$ cat config.mk
export PLATFORM = sky130hd
export DESIGN_NAME = row_peak_valley_detector
export DESIGN_NICKNAME = d
export VERILOG_FILES = /design/src/rtl/rpvd_pkg.sv /design/src/rtl/row_peak_valley_detector.sv /design/src/rtl/rpvd_cfg.sv /design/src/rtl/rpvd_core.sv /design/src/rtl/rpvd_out.sv
export SDC_FILE = /design/constraint.sdc
export NUM_CORES = 1
export LEC_CHECK = 0
export ABC_CLOCK_PERIOD_IN_PS = 10910
export BUFFER_PORTS_ARGS = -buffer_cell sky130_fd_sc_hd__buf_2
export CELL_PAD_IN_SITES_DETAIL_PLACEMENT = 1
export CELL_PAD_IN_SITES_GLOBAL_PLACEMENT = 2
export CORE_AREA = 3 3 231 233
export CTS_CLUSTER_DIAMETER = 30
export DETAILED_ROUTE_END_ITERATION = 8
export DIE_AREA = 0 0 234 236
export PLACE_DENSITY = 0.9
export SLEW_MARGIN = 20
export SYNTH_ARGS = -nofsm -noshare
export SYNTH_HDL_FRONTEND = slang
export SYNTH_SLANG_ARGS = --single-unit
$ cat constraint.sdc
create_clock -name clk -period 10.91 [get_ports clk]
set_input_delay 1.091 -clock clk [delete_from_list [all_inputs] [get_ports clk]]
set_output_delay 1.091 -clock clk [all_outputs]
set_load 0.01 [all_outputs]
$ cat src/rtl/rpvd_pkg.sv
package rpvd_pkg;

    localparam int COLUMN_BITS    = 12;
    localparam int ROW_BITS       = 12;
    localparam int VALUE_BITS     = 32;
    localparam int THRESHOLD_BITS = 31;
    localparam int BOUND_BITS     = 32;
    localparam int CFG_INDEX_BITS = 3;
    localparam int CFG_DATA_BITS  = 32;

    typedef enum logic [CFG_INDEX_BITS-1:0] {
        REG_THRESHOLD          = 3'd0,
        REG_PEAK_GATE_ENABLE   = 3'd1,
        REG_PEAK_FLOOR         = 3'd2,
        REG_VALLEY_GATE_ENABLE = 3'd3,
        REG_VALLEY_CEILING     = 3'd4
    } cfg_reg_t;

    typedef struct packed {
        logic [THRESHOLD_BITS-1:0] threshold;
        logic                      peak_gate_enable;
        logic [BOUND_BITS-1:0]     peak_floor;
        logic                      valley_gate_enable;
        logic [BOUND_BITS-1:0]     valley_ceiling;
    } cfg_t;

    typedef struct packed {
        logic                   is_valley;
        logic [COLUMN_BITS-1:0] column;
        logic [ROW_BITS-1:0]    row;
        logic [VALUE_BITS-1:0]  value;
    } result_t;

endpackage

$ cat src/rtl/row_peak_valley_detector.sv
// A sample's request is taken into the input register, evaluated from there, and its
// peak or valley is registered in the result register that drives the result port.
// Throughput: one sample per clock; the input register and the result register
// stall together only while a pending result is not taken.
// Reset: asynchronous, active low; configuration clears to zero, search starts for a maximum.
module row_peak_valley_detector #(
    parameter int MAX_COLUMNS = 4096,
    parameter int MAX_ROWS    = 4096,
    parameter int SAMPLE_BITS = 32
) (
    input  logic                                clk,
    input  logic                                rst_n,
    input  logic                                cfg_valid,
    output logic                                cfg_ready,
    input  logic [rpvd_pkg::CFG_INDEX_BITS-1:0] cfg_index,
    input  logic [rpvd_pkg::CFG_DATA_BITS-1:0]  cfg_data,
    input  logic                                sample_valid,
    output logic                                sample_ready,
    input  logic [SAMPLE_BITS-1:0]              sample,
    input  logic                                row_start,
    input  logic                                frame_start,
    output logic                                result_valid,
    input  logic                                result_ready,
    output logic                                is_valley,
    output logic [rpvd_pkg::COLUMN_BITS-1:0]    column,
    output logic [rpvd_pkg::ROW_BITS-1:0]       row,
    output logic [rpvd_pkg::VALUE_BITS-1:0]     value
);
    import rpvd_pkg::*;

    cfg_t    cfg;
    logic    advance;
    logic    event_valid;
    result_t event_data;

    rpvd_cfg u_cfg (
        .clk       (clk),
        .rst_n     (rst_n),
        .cfg_valid (cfg_valid),
        .cfg_ready (cfg_ready),
        .cfg_index (cfg_index),
        .cfg_data  (cfg_data),
        .cfg       (cfg)
    );

    rpvd_core #(
        .MAX_COLUMNS (MAX_COLUMNS),
        .MAX_ROWS    (MAX_ROWS),
        .SAMPLE_BITS (SAMPLE_BITS)
    ) u_core (
        .clk          (clk),
        .rst_n        (rst_n),
        .sample_valid (sample_valid),
        .sample_ready (sample_ready),
        .sample       (sample),
        .row_start    (row_start),
        .frame_start  (frame_start),
        .cfg          (cfg),
        .advance      (advance),
        .event_valid  (event_valid),
        .event_data   (event_data)
    );

    rpvd_out u_out (
        .clk          (clk),
        .rst_n        (rst_n),
        .event_valid  (event_valid),
        .event_data   (event_data),
        .advance      (advance),
        .result_valid (result_valid),
        .result_ready (result_ready),
        .is_valley    (is_valley),
        .column       (column),
        .row          (row),
        .value        (value)
    );

endmodule

$ cat src/rtl/rpvd_cfg.sv
module rpvd_cfg (
    input  logic                                clk,
    input  logic                                rst_n,
    input  logic                                cfg_valid,
    output logic                                cfg_ready,
    input  logic [rpvd_pkg::CFG_INDEX_BITS-1:0] cfg_index,
    input  logic [rpvd_pkg::CFG_DATA_BITS-1:0]  cfg_data,
    output rpvd_pkg::cfg_t                      cfg
);
    import rpvd_pkg::*;

    cfg_t cfg_reg;
    cfg_t cfg_next;

    assign cfg_ready = 1'b1;
    assign cfg       = cfg_reg;

    always_comb
    begin
        cfg_next = cfg_reg;
        if (cfg_valid)
        begin
            unique case (cfg_reg_t'(cfg_index))
                REG_THRESHOLD:
                    cfg_next.threshold = cfg_data[THRESHOLD_BITS-1:0];
                REG_PEAK_GATE_ENABLE:
                    cfg_next.peak_gate_enable = cfg_data[0];
                REG_PEAK_FLOOR:
                    cfg_next.peak_floor = cfg_data[BOUND_BITS-1:0];
                REG_VALLEY_GATE_ENABLE:
                    cfg_next.valley_gate_enable = cfg_data[0];
                REG_VALLEY_CEILING:
                    cfg_next.valley_ceiling = cfg_data[BOUND_BITS-1:0];
                default:
                    cfg_next = cfg_reg;
            endcase
        end
    end

    always_ff @(posedge clk or negedge rst_n)
    begin
        if (!rst_n)
        begin
            cfg_reg <= '0;
        end
        else
        begin
            cfg_reg <= cfg_next;
        end
    end

endmodule

$ cat src/rtl/rpvd_core.sv
module rpvd_core #(
    parameter int MAX_COLUMNS = 4096,
    parameter int MAX_ROWS    = 4096,
    parameter int SAMPLE_BITS = 32
) (
    input  logic                   clk,
    input  logic                   rst_n,
    input  logic                   sample_valid,
    output logic                   sample_ready,
    input  logic [SAMPLE_BITS-1:0] sample,
    input  logic                   row_start,
    input  logic                   frame_start,
    input  rpvd_pkg::cfg_t         cfg,
    input  logic                   advance,
    output logic                   event_valid,
    output rpvd_pkg::result_t      event_data
);
    import rpvd_pkg::*;

    localparam int CW = $clog2(MAX_COLUMNS);
    localparam int RW = (MAX_ROWS > 1) ? $clog2(MAX_ROWS) : 1;
    localparam int VX = (SAMPLE_BITS > VALUE_BITS) ? SAMPLE_BITS : VALUE_BITS;
    localparam int AW = VX + 2;
    localparam int CX = (CW > COLUMN_BITS) ? CW : COLUMN_BITS;
    localparam int RX = (RW > ROW_BITS) ? RW : ROW_BITS;
    localparam logic [CW-1:0] COL_LAST = CW'(MAX_COLUMNS - 1);
    localparam logic [RW-1:0] ROW_LAST = RW'(MAX_ROWS - 1);

    // Input register.
    logic                          in_valid_reg;
    logic signed [SAMPLE_BITS-1:0] sample_reg;
    logic                          row_start_reg;
    logic                          frame_start_reg;

    // Detector state.
    logic signed [SAMPLE_BITS-1:0] max_value_reg, max_value_next;
    logic signed [SAMPLE_BITS-1:0] min_value_reg, min_value_next;
    logic [CW-1:0]                 max_column_reg, max_column_next;
    logic [CW-1:0]                 min_column_reg, min_column_next;
    logic [CW-1:0]                 column_count_reg, column_count_next;
    logic [RW-1:0]                 row_count_reg, row_count_next;
    logic                          seeking_max_reg, seeking_max_next;

    // Extremes after folding in the current sample.
    logic signed [SAMPLE_BITS-1:0] max_upd, min_upd;
    logic [CW-1:0]                 max_col_upd, min_col_upd;
    logic                          seek_upd;

    logic                  proc;
    logic                  line_start;
    logic signed [AW-1:0]  s_ext, thr_ext, max_ext, min_ext, max_reg_ext, min_reg_ext;
    logic signed [AW-1:0]  floor_ext, ceiling_ext;
    logic                  peak_hit, valley_hit, peak_ok, valley_ok;
    logic signed [VX-1:0]  max_wide, min_wide;
    logic [CX-1:0]         max_col_wide, min_col_wide;
    logic [RX-1:0]         row_wide;

    assign proc         = in_valid_reg && advance;
    assign sample_ready = !in_valid_reg || advance;
    assign line_start   = row_start_reg || frame_start_reg;

    assign s_ext       = AW'(sample_reg);
    assign thr_ext     = AW'(cfg.threshold);
    assign max_reg_ext = AW'(max_value_reg);
    assign min_reg_ext = AW'(min_value_reg);
    assign max_ext     = AW'(max_upd);
    assign min_ext     = AW'(min_upd);
    assign floor_ext   = AW'(signed'(cfg.peak_floor));
    assign ceiling_ext = AW'(signed'(cfg.valley_ceiling));

    always_ff @(posedge clk or negedge rst_n)
    begin
        if (!rst_n)
        begin
            in_valid_reg <= 1'b0;
        end
        else if (sample_ready)
        begin
            in_valid_reg <= sample_valid;
        end
    end

    always_ff @(posedge clk)
    begin
        if (sample_ready && sample_valid)
        begin
            sample_reg      <= sample;
            row_start_reg   <= row_start;
            frame_start_reg <= frame_start;
        end
    end

    // Position counters and running extremes.
    always_comb
    begin
        column_count_next = column_count_reg;
        row_count_next    = row_count_reg;
        seek_upd          = seeking_max_reg;
        if (frame_start_reg)
        begin
            row_count_next    = '0;
            column_count_next = '0;
            seek_upd          = 1'b1;
        end
        else if (row_start_reg)
        begin
            if (row_count_reg != ROW_LAST)
            begin
                row_count_next = row_count_reg + 1'b1;
            end
            column_count_next = '0;
        end
        else if (column_count_reg != COL_LAST)
        begin
            column_count_next = column_count_reg + 1'b1;
        end

        max_upd     = max_value_reg;
        max_col_upd = max_column_reg;
        min_upd     = min_value_reg;
        min_col_upd = min_column_reg;
        if (line_start)
        begin
            max_upd     = sample_reg;
            max_col_upd = column_count_next;
            min_upd     = sample_reg;
            min_col_upd = column_count_next;
        end
        else
        begin
            if (s_ext > max_reg_ext)
            begin
                max_upd     = sample_reg;
                max_col_upd = column_count_next;
            end
            if (s_ext < min_reg_ext)
            begin
                min_upd     = sample_reg;
                min_col_upd = column_count_next;
            end
        end
    end

    assign peak_hit   = seek_upd && (s_ext < (max_ext - thr_ext));
    assign valley_hit = !seek_upd && (s_ext > (min_ext + thr_ext));
    assign peak_ok    = (max_col_upd != '0) && (!cfg.peak_gate_enable || (max_ext > floor_ext));
    assign valley_ok  = (min_col_upd != '0)
                        && (!cfg.valley_gate_enable || (min_ext < ceiling_ext));

    // Hysteresis: a confirmed extreme flips the search direction and reseeds
    // the opposite extreme with the confirming sample.
    always_comb
    begin
        max_value_next   = max_upd;
        max_column_next  = max_col_upd;
        min_value_next   = min_upd;
        min_column_next  = min_col_upd;
        seeking_max_next = seek_upd;
        if (peak_hit)
        begin
            min_value_next   = sample_reg;
            min_column_next  = column_count_next;
            seeking_max_next = 1'b0;
        end
        else if (valley_hit)
        begin
            max_value_next   = sample_reg;
            max_column_next  = column_count_next;
            seeking_max_next = 1'b1;
        end
    end

    assign max_wide     = VX'(max_upd);
    assign min_wide     = VX'(min_upd);
    assign max_col_wide = CX'(max_col_upd);
    assign min_col_wide = CX'(min_col_upd);
    assign row_wide     = RX'(row_count_next);

    assign event_valid = proc && ((peak_hit && peak_ok) || (valley_hit && valley_ok));

    always_comb
    begin
        event_data.is_valley = valley_hit;
        event_data.row       = row_wide[ROW_BITS-1:0];
        if (valley_hit)
        begin
            event_data.column = min_col_wide[COLUMN_BITS-1:0];
            event_data.value  = min_wide[VALUE_BITS-1:0];
        end
        else
        begin
            event_data.column = max_col_wide[COLUMN_BITS-1:0];
            event_data.value  = max_wide[VALUE_BITS-1:0];
        end
    end

    always_ff @(posedge clk or negedge rst_n)
    begin
        if (!rst_n)
        begin
            max_value_reg    <= '0;
            max_column_reg   <= '0;
            min_value_reg    <= '0;
            min_column_reg   <= '0;
            column_count_reg <= '0;
            row_count_reg    <= '0;
            seeking_max_reg  <= 1'b1;
        end
        else if (proc)
        begin
            max_value_reg    <= max_value_next;
            max_column_reg   <= max_column_next;
            min_value_reg    <= min_value_next;
            min_column_reg   <= min_column_next;
            column_count_reg <= column_count_next;
            row_count_reg    <= row_count_next;
            seeking_max_reg  <= seeking_max_next;
        end
    end

    // The first sample of a row seeds both extremes and cannot confirm anything.
    a_no_event_on_line_start: assert property (
        @(posedge clk) disable iff (!rst_n)
        (proc && line_start) |-> !event_valid)
        else $error("event raised on the first sample of a row");

    a_frame_start_state: assert property (
        @(posedge clk) disable iff (!rst_n)
        (proc && frame_start_reg) |=> (seeking_max_reg && (row_count_reg == '0)
                                       && (column_count_reg == '0)))
        else $error("frame start did not restore the search state");

    a_column_in_range: assert property (
        @(posedge clk) disable iff (!rst_n)
        column_count_reg <= COL_LAST)
        else $error("column counter ran past the last column");

    a_state_holds_when_idle: assert property (
        @(posedge clk) disable iff (!rst_n)
        !proc |=> ($stable(seeking_max_reg) && $stable(column_count_reg)))
        else $error("detector state changed without a sample");

endmodule

$ cat src/rtl/rpvd_out.sv
module rpvd_out (
    input  logic                                clk,
    input  logic                                rst_n,
    input  logic                                event_valid,
    input  rpvd_pkg::result_t                   event_data,
    output logic                                advance,
    output logic                                result_valid,
    input  logic                                result_ready,
    output logic                                is_valley,
    output logic [rpvd_pkg::COLUMN_BITS-1:0]    column,
    output logic [rpvd_pkg::ROW_BITS-1:0]       row,
    output logic [rpvd_pkg::VALUE_BITS-1:0]     value
);
    import rpvd_pkg::*;

    logic    result_valid_reg;
    result_t result_reg;

    // The stage moves whenever it is empty or its content is being taken.
    assign advance      = !result_valid_reg || result_ready;
    assign result_valid = result_valid_reg;
    assign is_valley    = result_reg.is_valley;
    assign column       = result_reg.column;
    assign row          = result_reg.row;
    assign value        = result_reg.value;

    always_ff @(posedge clk or negedge rst_n)
    begin
        if (!rst_n)
        begin
            result_valid_reg <= 1'b0;
        end
        else if (advance)
        begin
            result_valid_reg <= event_valid;
        end
    end

    always_ff @(posedge clk)
    begin
        if (advance && event_valid)
        begin
            result_reg <= event_data;
        end
    end

endmodule

==> results of run 1 <==
[cell families (layout without fill, tap and decap cells)]
| logic type | after synthesis | in the layout | share of synthesized area |
|---|---|---|---|
| AO/OA/AOI/OAI | 608 | 609 | 0.186 |
| buffers and inverters | 266 | 517 | 0.0521 |
| XOR/XNOR | 67 | 67 | 0.0286 |
| adder cells (fa/ha/maj) | 258 | 258 | 0.158 |
| flip-flops | 303 | 303 | 0.391 |
| other | 1 | 2 | 0.000182 |
| multiplexers | 111 | 111 | 0.0600 |
| AND/OR/NAND/NOR | 552 | 552 | 0.124 |
[final timing paths]
path	start	endpoint	slack, ns	cells past startpoint
worst max-delay path	u_core.sample_reg[31]$_DFFE_PP_	u_core.min_value_reg[19]$_DFFE_PN0P_	0.93	27
worst min-delay path	u_core.seeking_max_reg$_DFFE_PN1P_	u_core.seeking_max_reg$_DFFE_PN1P_	0.46	2
worst max register to register	u_core.sample_reg[31]$_DFFE_PP_	u_core.min_value_reg[19]$_DFFE_PN0P_	0.93	27
worst min register to register	u_core.seeking_max_reg$_DFFE_PN1P_	u_core.seeking_max_reg$_DFFE_PN1P_	0.46	2
max in group asynchronous	rst_n	u_core.column_count_reg[8]$_DFFE_PN0P_	8.82	2
min in group asynchronous	rst_n	u_core.row_count_reg[3]$_DFFE_PN0P_	0.53	1
[repair_timing]
action                                  4_1_cts  5_1_grt
gates resized for setup                       0        2
buffers inserted                              0        1
hold endpoints to repair                      0        0
endpoints found under the setup margin        0       11
[worst register-to-register path, delay by kind of cell, from the launching register on]
kind,cells,cell delay (ns)
xor gates and xnor gates,1,0.19
buffers and inverters,1,0.54
AOI/OAI and AO/OA,15,5.08
and+or+nand+nor,5,1.56
adders and majority gates,3,1.13
muxes,2,0.73
DFF,1,0.60
[cell usage after synthesis, drive strengths merged, types with 5 or more instances]
cell / count / area (um2)
o22a: 8 / 70.1
a31oi: 13 / 81.3
o221ai: 10 / 87.6
xnor2: 37 / 324
o21ai: 253 / 1280
nand3: 29 / 145
o22ai: 9 / 62.6
a211o: 10 / 87.6
mux2: 97 / 1090
and3: 19 / 119
a221oi: 5 / 43.8
buf: 24 / 158
a2111oi: 6 / 65.1
xor2: 30 / 263
nor2: 81 / 304
nor4: 11 / 87.6
a2bb2oi: 18 / 158
a41oi: 5 / 43.8
mux2i: 14 / 140
nor2b: 17 / 106
o31ai: 14 / 105
inv: 196 / 736
and2: 6 / 37.5
a21o: 59 / 443
nor3: 21 / 105
o21a: 16 / 120
o21bai: 6 / 45.0
or3: 6 / 37.5
or2: 5 / 31.3
nand4: 40 / 256
a21oi: 99 / 495
and4: 7 / 61.3
o211ai: 23 / 173
ha: 255 / 3190
edfxtp: 91 / 2730
nand2b: 17 / 106
a21boi: 6 / 45.1
a211oi: 19 / 143
dfrtp: 211 / 5280
clkbuf: 46 / 176
nand2: 282 / 1060
[area by class of cell]
cell class                      count  area (um2)
Clock buffer                      115        2500
Antenna cell                        1        2.50
Clock inverter                     49         578
Inverter                          196         736
Sequential cell                   303        8040
Fill cell                        5829       26300
Timing Repair Buffer              157         871
Multi-Input combinational cell   1598       11500
Tap cell                          680         851
[per-stage QoR]
stage	setup slack [ns]	hold WS, ns	power, mW
after floorplan	2.85	0.441	3.83
after global placement	0.787	0.452	4.69
after detailed placement	0.690	0.464	4.82
after CTS	0.595	0.471	7.58
after global routing	0.352	0.495	8.07
final	0.933	0.465	7.59
[report_power, final]
group,switching [mW],leakage (nW),total (mW),internal [mW]
Clock,0.775,1.53,2.65,1.88
Sequential,0.199,3.46,1.69,1.50
Combinational,1.96,6.68,3.24,1.28
[layer usage]
layer	track usage	vias to the layer above	part of all wire
met5	0	-	0
met4	0.103	0	0.035
met3	0.0441	141	0.050
met2	0.424	461	0.47
met1	0.336	8967	0.44
li1	-	8242	-
==> flow_metrics.tcl, run 1 <==
set metrics [dict create \
    ys_types 82 \
    synth_nets 2497 \
    antenna_found_initial 1 \
    start_kind "flip-flop" \
    dieHeight_um 236 \
    ctsHoldBuffers 0 \
    worst_pin_slew_ns 1.08 \
    place_congestion 0.921 \
    num_vias 17800 \
    fmax_mhz 100 \
    place_area_um2 22000 \
    largest_register_ffs 97 \
    pin_count 134 \
    place_hpwl_um 51200 \
    final.setup.tns_ns 0 \
    grt_pass1_vias 19200 \
    netlist_area_um2 20500 \
    max_slew_margin 0.274 \
    hold_viol_final 0 \
    yosysSeqAreaShare 0.391 \
    fin_nets 2675 \
    numCtsBuffers 88 \
    path_clk_slew_ns 0.04 \
    max_stage_delay_ns 0.82 \
    grt_usage 0.258 \
    syn_inst 2166 \
    rsz0062_at_grt "no" \
    fin_util 0.488 \
    yosysWarnings 0 \
    root_buffer "clkbuf_16" \
    grt_pass1_wl_um 111000 \
    cts_sinks 303 \
    crit_family "compound AO/OA/AOI/OAI gates" \
    core_area_um2 51400 \
    cts_tree "built" \
    stdcell_count 3099 \
    grt_max_degree 86 \
    syn_to_final_growth_pct 22.0 \
    clk_latency_ns 0.62 \
    drc 0 \
    crit_arrival_ns 10.45 \
    cap_violations 0 \
    min_path_type "flip-flop to flip-flop" \
    cp.required_ns 11.39 \
    dieArea_um2 55200 \
    slew_viol_final 0 \
    layout-drive-gt1-share 0.169 \
    power.density_nw_per_um2 303 \
    first_pass_iters 5 \
    detail-route-antenna-nets 0 \
    io_buffer_count 132 \
    worst-path-max-fanout 40 \
    synth_edf_count 91 \
    vias_per_cell 5.75 \
    clockBufferDepth 3 \
    fp.dieW_um 234 \
    dr.first_iter.drc_count 985 \
    synth_seq_cells 303 \
    ir_drop_mv 0.123 \
    stdcell_area_um2 25100 \
    synthArstFlopShare 0.700 \
    status "complete, no violations" \
    rows 83 \
    grt_overflow_total 0 \
    placedCellCount 2932 \
    period_needed_ns 9.98 \
    final_cell_mix "nand2_1, ha_1, o21ai_0, dfrtp_1, inv_1" \
    wl_per_cell_um 23.0 \
    power.leakage_nw 11.7 \
    htree_levels 3 \
    path_buf_inv 1 \
    period_share 0.915 \
    initial_utilization 0.400 \
    layout_commonest_cell "nand2_1" \
    postSynthAreaPerCell_um2 9.49 \
    routed_wirelength_um 71300 \
    crit_type "flip-flop to flip-flop" \
    crit_path_end_kind "flip-flop" \
    setup_viol_count_final 0 \
    crit_slowest_cell "a2111oi_2" \
    skew_ns 0.0265 \
    synth-main-ff-cell "dfrtp_1" \
]
(Power assumes the default switching activity.)
==> run 2: changes to the inputs <==
--- a/config.mk
+++ b/config.mk
@@ -9,11 +9,11 @@
 export BUFFER_PORTS_ARGS = -buffer_cell sky130_fd_sc_hd__buf_2
 export CELL_PAD_IN_SITES_DETAIL_PLACEMENT = 1
 export CELL_PAD_IN_SITES_GLOBAL_PLACEMENT = 2
-export CORE_AREA = 3 3 231 233
+export CORE_AREA = 3 3 266 268
 export CTS_CLUSTER_DIAMETER = 30
 export DETAILED_ROUTE_END_ITERATION = 8
-export DIE_AREA = 0 0 234 236
-export PLACE_DENSITY = 0.9
+export DIE_AREA = 0 0 269 271
+export PLACE_DENSITY = 0.73
 export SLEW_MARGIN = 20
 export SYNTH_ARGS = -nofsm -noshare
 export SYNTH_HDL_FRONTEND = slang
==> flow_metrics.tcl, run 2 (synthesis results as in run 1) <==
set metrics [dict create \
    status "complete, no violations" \
    drc 0 \
    ir_drop_mv 0.112 \
    crit_arrival_ns 10.93 \
    fmax_mhz 96.0 \
    htree_levels 3 \
    intPower_mw 4.87 \
    first_pass_iters 5 \
    grt_overflow_total 0 \
    holdCritStartpoint "u_core.seeking_max_reg$_DFFE_PN1P_" \
    dieArea_um2 72900 \
    num_vias 17400 \
    cp.required_ns 11.43 \
    cts_setup_buffers 0 \
    power.leakage_nw 11.7 \
    period_needed_ns 10.41 \
    cts_tree "built" \
    stdcell_count 3342 \
    worst-path-max-fanout 39 \
    hold_viol_final 0 \
    wl_per_cell_um 21.9 \
    place_hpwl_um 54200 \
    detail-route-antenna-nets 0 \
    start_kind "flip-flop" \
    p_sw_mw 2.93 \
    grt_pass1_wl_um 113000 \
    layout_commonest_cell "nand2_1" \
    setup_viol_count_final 0 \
    combinationalPowerShare 0.415 \
    clk_latency_ns 0.61 \
    pin_count 134 \
    routed_wirelength_um 73300 \
    ctsHoldBuffers 0 \
    placedCellCount 3180 \
    worst_pin_slew_ns 1.14 \
    largest_register_ffs 97 \
    final.setup.tns_ns 0 \
    clockBufferDepth 3 \
    grt_max_degree 93 \
    slew_viol_final 0 \
    regToRegStartpoint "u_core.sample_reg[19]$_DFFE_PP_" \
    dieHeight_um 271 \
    cap_violations 0 \
    grt_pass1_vias 18900 \
    clock_power_share 0.369 \
    root_buffer "clkbuf_16" \
    power.density_nw_per_um2 304 \
    crit_type "flip-flop to flip-flop" \
    switching_share 0.376 \
    cts_sinks 303 \
    dr.first_iter.drc_count 929 \
    crit_slowest_cell "nor4b_1" \
    fillerInstances 7779 \
    max_slew_margin 0.237 \
    path_clk_slew_ns 0.04 \
    core_area_um2 68600 \
    rows 96 \
    layout-drive-gt1-share 0.170 \
    period_share 0.955 \
    crit_path_end_kind "flip-flop" \
    syn_to_final_growth_pct 24.7 \
    power_frac_seq 0.216 \
    min_path_type "flip-flop to flip-flop" \
    max_stage_delay_ns 0.74 \
    io_buffer_count 132 \
    place_congestion 0.870 \
    initial_utilization 0.300 \
    fp.dieW_um 269 \
    numCtsBuffers 85 \
    grt_usage 0.202 \
    skew_ns 0.0257 \
    vias_per_cell 5.20 \
    fin_nets 2668 \
    final_cell_mix "nand2_1, ha_1, o21ai_0, dfrtp_1, inv_1" \
    critPathLaunch "u_core.sample_reg[19]$_DFFE_PP_" \
    antenna_found_initial 0 \
]
## run 2: cell types whose count changed in the layout (fill, tap and decap cells not counted), sizes merged
cell	before	now
clkbuf	115	112
clkdlybuf4s18	0	1
clkinvlp	3	9
buf	157	152
clkinv	28	18
inv	202	197
bufinv	12	20
## run 2: final timing paths
check / cells past startpoint / slack [ns] / to
min in group asynchronous: 1 / 0.50 / u_core.row_count_reg[7]$_DFFE_PN0P_
max in group asynchronous: 3 / 7.97 / u_core.min_value_reg[9]$_DFFE_PN0P_
worst min-delay path: 2 / 0.47 / u_core.seeking_max_reg$_DFFE_PN1P_
worst max-delay path: 29 / 0.50 / u_core.max_column_reg[0]$_DFFE_PN0P_
worst min register to register: 2 / 0.47 / u_core.seeking_max_reg$_DFFE_PN1P_
worst max register to register: 29 / 0.50 / u_core.max_column_reg[0]$_DFFE_PN0P_
## run 2: cell type report
class	count	area [um2]	area share
multi-input combinational	1598	11500	0.449
sequential	303	8040	0.314
clock buffer	112	2530	0.0987
tap	931	1160	0.0455
timing repair buffer	153	856	0.0334
clock inverter	48	801	0.0313
inverter	196	736	0.0287
antenna	1	2.50	0.0000977
## run 2: timing repair
item,in CTS,in global routing
gates resized for setup,0,1
endpoints found under the setup margin,0,12
endpoints found under the hold margin,0,0
## run 2: power by group through the flow
stage / registers, mW / logic (mW) / clock network [mW]
floorplan: 1.65 / 2.18 / 0
global placement: 1.68 / 3.12 / 0
detailed placement: 1.70 / 3.19 / 0
CTS: 1.68 / 3.24 / 2.93
global route: 1.72 / 3.61 / 2.99
finish: 1.69 / 3.24 / 2.88
## run 2: through the flow
stage	util	cell area (um2)	total power [mW]	setup slack, ns	hold slack [ns]
floorplan	-	20500	3.83	2.85	0.441
global placement	0.325	22300	4.81	-0.218	0.451
detailed placement	0.325	22300	4.89	0.226	0.463
CTS	0.373	25600	7.85	0.180	0.474
global route	0.374	25600	8.32	-0.0263	0.498
finish	0.374	25600	7.80	0.496	0.469
## run 2: metal layers
metal / vias to the layer above / global-route usage / routed length (um)
met3: 151 / 0.0314 / 2870
met1: 8689 / 0.262 / 33100
met2: 349 / 0.333 / 34400
met4: 0 / 0.0864 / 3010
met5: - / 0 / 0
li1: 8205 / - / -
## run 2: worst max-delay path, delay by kind of cell, from the launching register on
| family | cells | cell delay (ns) |
|---|---|---|
| AND/OR/NAND/NOR | 6 | 2.31 |
| flip-flops | 1 | 0.55 |
| adder cells (fa/ha/maj) | 3 | 1.16 |
| AO/OA/AOI/OAI | 16 | 4.64 |
| XOR/XNOR | 1 | 0.16 |
| buffers and inverters | 3 | 1.44 |
